### src/hw/rtl/assert_macros.svh
// Assertion helpers shared by the RTL
`ifndef ASSERT_MACROS_SVH
`define ASSERT_MACROS_SVH
`ifndef SYNTH
`define ASSERT_CLK(label, clk, rst_n, prop, msg) \
    label: assert property (@(posedge clk) disable iff (!rst_n) prop) else $error(msg);
`define ASSERT_NORST(label, clk, prop, msg) \
    label: assert property (@(posedge clk) prop) else $error(msg);
`else
`define ASSERT_CLK(label, clk, rst_n, prop, msg)
`define ASSERT_NORST(label, clk, prop, msg)
`endif
`endif

### src/hw/rtl/nns_pkg.sv
package nns_pkg;

    localparam int CoordW = 32;
    localparam int IdxW   = 10;
    localparam int SteerW = 31;

    localparam logic [1:0] StOk    = 2'd0;
    localparam logic [1:0] StFull  = 2'd1;
    localparam logic [1:0] StEmpty = 2'd2;

    localparam logic ActInsert = 1'b0;
    localparam logic ActQuery  = 1'b1;

    typedef struct packed {
        logic              action;
        logic signed [31:0] coord_x;
        logic signed [31:0] coord_y;
        logic signed [31:0] coord_z;
    } t_in_word;

    typedef struct packed {
        logic [1:0]         status;
        logic [9:0]         node_idx;
        logic [31:0]        nn_distance;
        logic signed [31:0] steered_x;
        logic signed [31:0] steered_y;
        logic signed [31:0] steered_z;
    } t_out_word;

    typedef enum logic [3:0] {
        S_IDLE,
        S_INSERT,
        S_SCAN,
        S_DRAIN,
        S_FETCH,
        S_SQRT,
        S_DIV_X,
        S_DIV_Y,
        S_DIV_Z,
        S_DONE
    } t_state;

    // controller -> datapath
    typedef struct packed {
        logic load;        // capture input word
        logic do_insert;
        logic scan_issue;  // issue one read address
        logic fetch_best;  // read best node back
        logic sqrt_start;
        logic div_start;
        logic [1:0] div_sel;
        logic emit;
    } t_cmd;

    // datapath -> controller
    typedef struct packed {
        logic is_query;
        logic empty;
        logic full;
        logic scan_last;   // last address issued
        logic pipe_empty;  // all compare stages drained
        logic need_steer;
        logic sqrt_done;
        logic div_done;
    } t_status;

endpackage

### src/hw/rtl/nns_ctrl.sv
`include "assert_macros.svh"

module nns_ctrl (
    input  logic              i_clk,
    input  logic              i_rst_n,
    input  logic              start,
    output logic              busy,
    input  nns_pkg::t_status  i_stat,
    output nns_pkg::t_cmd     o_cmd
);
    import nns_pkg::*;

    t_state r_state, n_state;

    always_ff @(posedge i_clk) begin
        if (!i_rst_n) begin
            r_state <= S_IDLE;
        end else begin
            r_state <= n_state;
        end
    end

    always_comb begin
        n_state = r_state;
        unique case (r_state)
            S_IDLE:   if (start) n_state = S_INSERT;
            S_INSERT: begin
                if (!i_stat.is_query || i_stat.empty) n_state = S_DONE;
                else n_state = S_SCAN;
            end
            S_SCAN:   if (i_stat.scan_last) n_state = S_DRAIN;
            S_DRAIN:  if (i_stat.pipe_empty) n_state = S_FETCH;
            S_FETCH:  n_state = S_SQRT;
            S_SQRT:   begin
                if (i_stat.sqrt_done) n_state = i_stat.need_steer ? S_DIV_X : S_DONE;
            end
            S_DIV_X:  if (i_stat.div_done) n_state = S_DIV_Y;
            S_DIV_Y:  if (i_stat.div_done) n_state = S_DIV_Z;
            S_DIV_Z:  if (i_stat.div_done) n_state = S_DONE;
            S_DONE:   n_state = S_IDLE;
            default:  n_state = S_IDLE;
        endcase
    end

    // first state after IDLE decodes the word and performs an insert; the word is loaded on accept
    always_comb begin
        o_cmd = '0;
        busy  = 1'b1;
        unique case (r_state)
            S_IDLE: begin
                busy       = 1'b0;
                o_cmd.load = start;
            end
            S_INSERT: o_cmd.do_insert = !i_stat.is_query;
            S_SCAN:   o_cmd.scan_issue = 1'b1;
            S_DRAIN:  ;
            S_FETCH:  begin
                o_cmd.fetch_best = 1'b1;
                o_cmd.sqrt_start = 1'b1;
            end
            S_SQRT:   begin
                o_cmd.div_start  = i_stat.sqrt_done && i_stat.need_steer;
                o_cmd.div_sel    = 2'd0;
            end
            S_DIV_X: begin
                o_cmd.div_start = i_stat.div_done;
                o_cmd.div_sel   = i_stat.div_done ? 2'd1 : 2'd0;
            end
            S_DIV_Y: begin
                o_cmd.div_start = i_stat.div_done;
                o_cmd.div_sel   = i_stat.div_done ? 2'd2 : 2'd1;
            end
            S_DIV_Z:  o_cmd.div_sel = 2'd2;
            S_DONE:   o_cmd.emit = 1'b1;
            default:  ;
        endcase
    end

    `ASSERT_CLK(a_emit_once, i_clk, i_rst_n, o_cmd.emit |=> !o_cmd.emit, "double emit")
    `ASSERT_CLK(a_load_idle, i_clk, i_rst_n, o_cmd.load |-> (r_state == S_IDLE), "load busy")
    `ASSERT_CLK(a_emit_after, i_clk, i_rst_n, o_cmd.emit |=> !busy, "no idle after emit")

endmodule

### config.mk
export PLATFORM = sky130hd
export DESIGN_NAME = nns_ctrl
export DESIGN_NICKNAME = d
export VERILOG_FILES = /design/src/hw/rtl/nns_pkg.sv /design/src/hw/rtl/nns_ctrl.sv
export VERILOG_INCLUDE_DIRS = /design/src /design/src/hw/rtl
export SDC_FILE = /design/constraint.sdc
export NUM_CORES = 1
export LEC_CHECK = 0
export BUFFER_PORTS_ARGS = -buffer_cell sky130_fd_sc_hd__buf_2
export CORE_AREA = 2 2 39 41
export CTS_CLUSTER_SIZE = 12
export DETAILED_ROUTE_END_ITERATION = 7
export DIE_AREA = 0 0 41 43
export PLACE_DENSITY_LB_ADDON = 0.05
export SETUP_SLACK_MARGIN = 0.3
export SYNTH_ARGS = -nofsm -noshare
export SYNTH_HDL_FRONTEND = slang
export SYNTH_SLANG_ARGS = --single-unit
### constraint.sdc
create_clock -name i_clk -period 1.85 [get_ports i_clk]
set_clock_uncertainty 0.15 [all_clocks]
set_input_delay 0.4625 -clock i_clk [delete_from_list [all_inputs] [get_ports i_clk]]
set_output_delay 0.4625 -clock i_clk [all_outputs]
set_load 0.01 [all_outputs]
==> run_results.csv <==
group,metric,value,unit
setup_path,r2r_cells,4,
cts,tritoncts,"yes",
synth,ys_types,35,
drt,drc,0,
setup_path,worstPathMaxFanout,2,
global_routing,grt_antenna_before_repair,0,
synth,ys_seq_elements,4,
cts,cts_made_buffers,3,
cts,cts-root-buf,"clkbuf_4",
sta,fin_ws,-0.0542,ns
cts,cts_hold_buf,0,
global_routing,grt_pass1_vias,507,
cells_and_area,nNetsFinal,107,
synth,yosys_warnings,0,
power,peakVddDrop,0.347,mV
status,status,"finished with violations",
setup_path,worstSetupEndpointType,"output port",
power,p_leak,0.362,nW
placement,portBuffers,19,
placement,dp_hpwl,965,um
setup_path,worstPathArrival,1.29,ns
setup_path,start_kind,"register",
setup_path,rr_endpoint,"r_state[2]",
global_routing,grt.overflow.total,0,
placement,place_ws,0.0992,ns
setup_path,required,1.24,ns
floorplanning,fp.dieW,41,um
status,violations,"negative setup slack",
sta,rsz0062_at_grt,"true",
floorplanning,rows,14,
synth,synth_area_per_cell,7.20,um2
worst_hold_path,hp-class,"in2reg",
floorplanning,core,0.00138,mm2
synth,synthTopCellsByArea,"dfxtp_1 (17%), o21ai_0 (6.4%), mux2i_1 (4.3%), a31oi_1 (4.0%), nor2b_1 (4.0%)",
sta,finalSetupViolCount,1,
cells_and_area,syn2layout_area_growth,67.1,%
cts,cts.clk_slew.worst_paths,0.04,ns
setup_path,endpoint,"o_cmd[2]",
global_routing,grt_max_degree,17,
drt,drt_wl_total,1550,um
placement,dpl.cell_count,99,
cells_and_area,reg_top3,"r_state x4",
cells_and_area,largest_reg_flops,4,
cells_and_area,regMostFlops,"r_state",
synth,synth_top_area_share,17.1,%
global_routing,grtUsageTotal,19.4,%
floorplanning,io_pins,21,
cts,clk_latency,0.24,ns
drt,wl_per_cell,14.1,um
cells_and_area,final_util,56.5,%
setup_path,r2r_setup_slack,0.11,ns
synth,synth_nets,76,
sta,period_minus_slack,1.90,ns
cells_and_area,drive_gt1_share,57.4,%
cts,ctsLongestPathBuffers,2,
floorplanning,dieArea,0.00176,mm2
sta,slew_headroom,75.1,%
setup_path,cp_slowest_cell,"or4b_4",
global_routing,grt_pass1_wl,2300,um
setup_path,worstSetupPathType,"reg2out",
placement,gp_congestion,0.802,
cts,cts_max_level,1,
floorplanning,die_h,43,um
drt,vias,590,
sta,max_freq,525,MHz
setup_path,timing.rr.start,"r_state[1]",
sta,worst_pin_slew,0.364,ns
sta,timing.final.hold_violations,0,
setup_path,cp_cell_sequence,"or4b_4 -> o21ai_2 -> buf_2",
power,p_per_area,774,mW/mm2
floorplanning,start_util,33.8,%
drt,drtAntennaViolNets,0,
setup_path,startpoint,"r_state[1]",
setup_path,max_stage_delay,0.54,ns
drt,drt-initial-drc-count,10,
cells_and_area,num_antenna_cells,0,
synth,synth_cells,65,
flow_run,maxCapViolations,0,
cells_and_area,nFillCells,138,
sta,fin_crit_sh,103,%
synth,synth_top_cell_by_area,"dfxtp_1",
cts,clkSinkCount,4,
synth,seq_area_frac_synth,17.1,%
drt,first_pass_iters,4,
drt,viasPerCell,5.36,
cells_and_area,instances_no_fill,110,
sta,drv_slew,0,
synth,syn_area,468,um2
synthesized netlist by cell type:
library cell and number:
or3_1 1, nand4_1 1, o21ai_0 6, nand2b_1 1, nand3b_1 1, and3_1 2, xnor2_1 1, a22o_1 1
nand3_1 3, a31oi_1 3, mux2_2 1, nor3_1 3, a21oi_1 1, a2111oi_0 1, mux2i_1 2, buf_6 1
inv_1 4, a211oi_2 1, or4b_1 1, a21o_1 2, buf_4 1, o211ai_1 1, clkbuf_1 3, o31ai_1 1
or2b_1 1, and3_4 1, a2bb2oi_1 1, and2_1 1, nor4_1 2, nand2_1 4, a41o_1 1, nor2b_1 3
nor2_1 3, and3b_1 1, dfxtp_1 4
cell type report:
class	count	area (um2)	area share, %
Multi-Input combinational cell	52	424	54.2
Timing Repair Buffer	31	214	27.4
Sequential cell	4	83.8	10.7
Clock buffer	3	22.5	2.88
Tap cell	16	20.0	2.56
Inverter	4	17.5	2.24
worst min-delay path by stage:
| stage | slack, ns | cells past startpoint | end | startpoint |
|---|---|---|---|---|
| global route | 0.37 | 2 | r_state[2] | i_rst_n |
| detailed placement | 0.57 | 3 | r_state[1] | r_state[3] |
| floorplan | 0.47 | 2 | r_state[0] | i_rst_n |
| global placement | 0.59 | 3 | r_state[1] | r_state[3] |
| finish | 0.37 | 2 | r_state[2] | i_rst_n |
| CTS | 0.38 | 2 | r_state[2] | i_rst_n |
power breakdown:
part / switching (mW) / internal, mW
combinational: 0.196 / 0.187
sequential: 0.0116 / 0.102
clock: 0.0355 / 0.0725
total: 0.243 / 0.362
per-stage QoR:
step	power, mW	area (um2)	hold WS, ns	TNS, ns
finish	0.605	782	0.369	-0.0542
global route	0.649	782	0.372	-0.268
CTS	0.569	717	0.377	-0.0898
detailed placement	0.392	601	0.571	0
global placement	0.397	601	0.589	0
floorplan	0.298	474	0.470	0
cell usage in the layout (no fill, tap or decap), types with 2 or more instances in the layout:
master	n
nor2_2	2
a21o_1	2
o21ai_0	5
buf_2	20
dfxtp_2	3
nor4_1	2
inv_1	3
a31oi_4	2
nand2_1	3
buf_6	5
nand3_2	2
mux2i_1	2
clkbuf_4	3
nor2b_1	2
and3_1	2
buf_4	5
worst max-delay path, delay by kind of cell (launching register included):
kind / cells / cell delay (ns)
simple gates: 1 / 0.54
flops: 1 / 0.31
buf+inv: 1 / 0.13
compound gates: 1 / 0.07
cell families (layout without fill, tap and decap cells):
logic type	count (synthesis)	after routing	synth area share [%]
AOI/OAI and AO/OA	19	19	28.3
xor gates and xnor gates	1	1	1.87
buffers and inverters	9	38	9.62
DFF	4	4	17.1
muxes	3	3	6.68
and+or+nand+nor	29	29	36.4
timing repair:
item                                    4_1_cts  5_1_grt
resized for setup                            11       14
endpoints found under the setup margin       14       14
setup buffers                                 7        0
endpoints found under the hold margin         0        0
pin swaps                                     8       13
cloned                                        0        1
metal layers:
metal | track usage [%] | share of wire (%) | up-vias
met5 | 0 | 0 | -
met4 | 4.00 | 0.39 | 0
met3 | 6.28 | 4.7 | 2
met2 | 27.5 | 51 | 20
met1 | 27.9 | 44 | 268
li1 | - | - | 300
(Power assumes the default switching activity.)
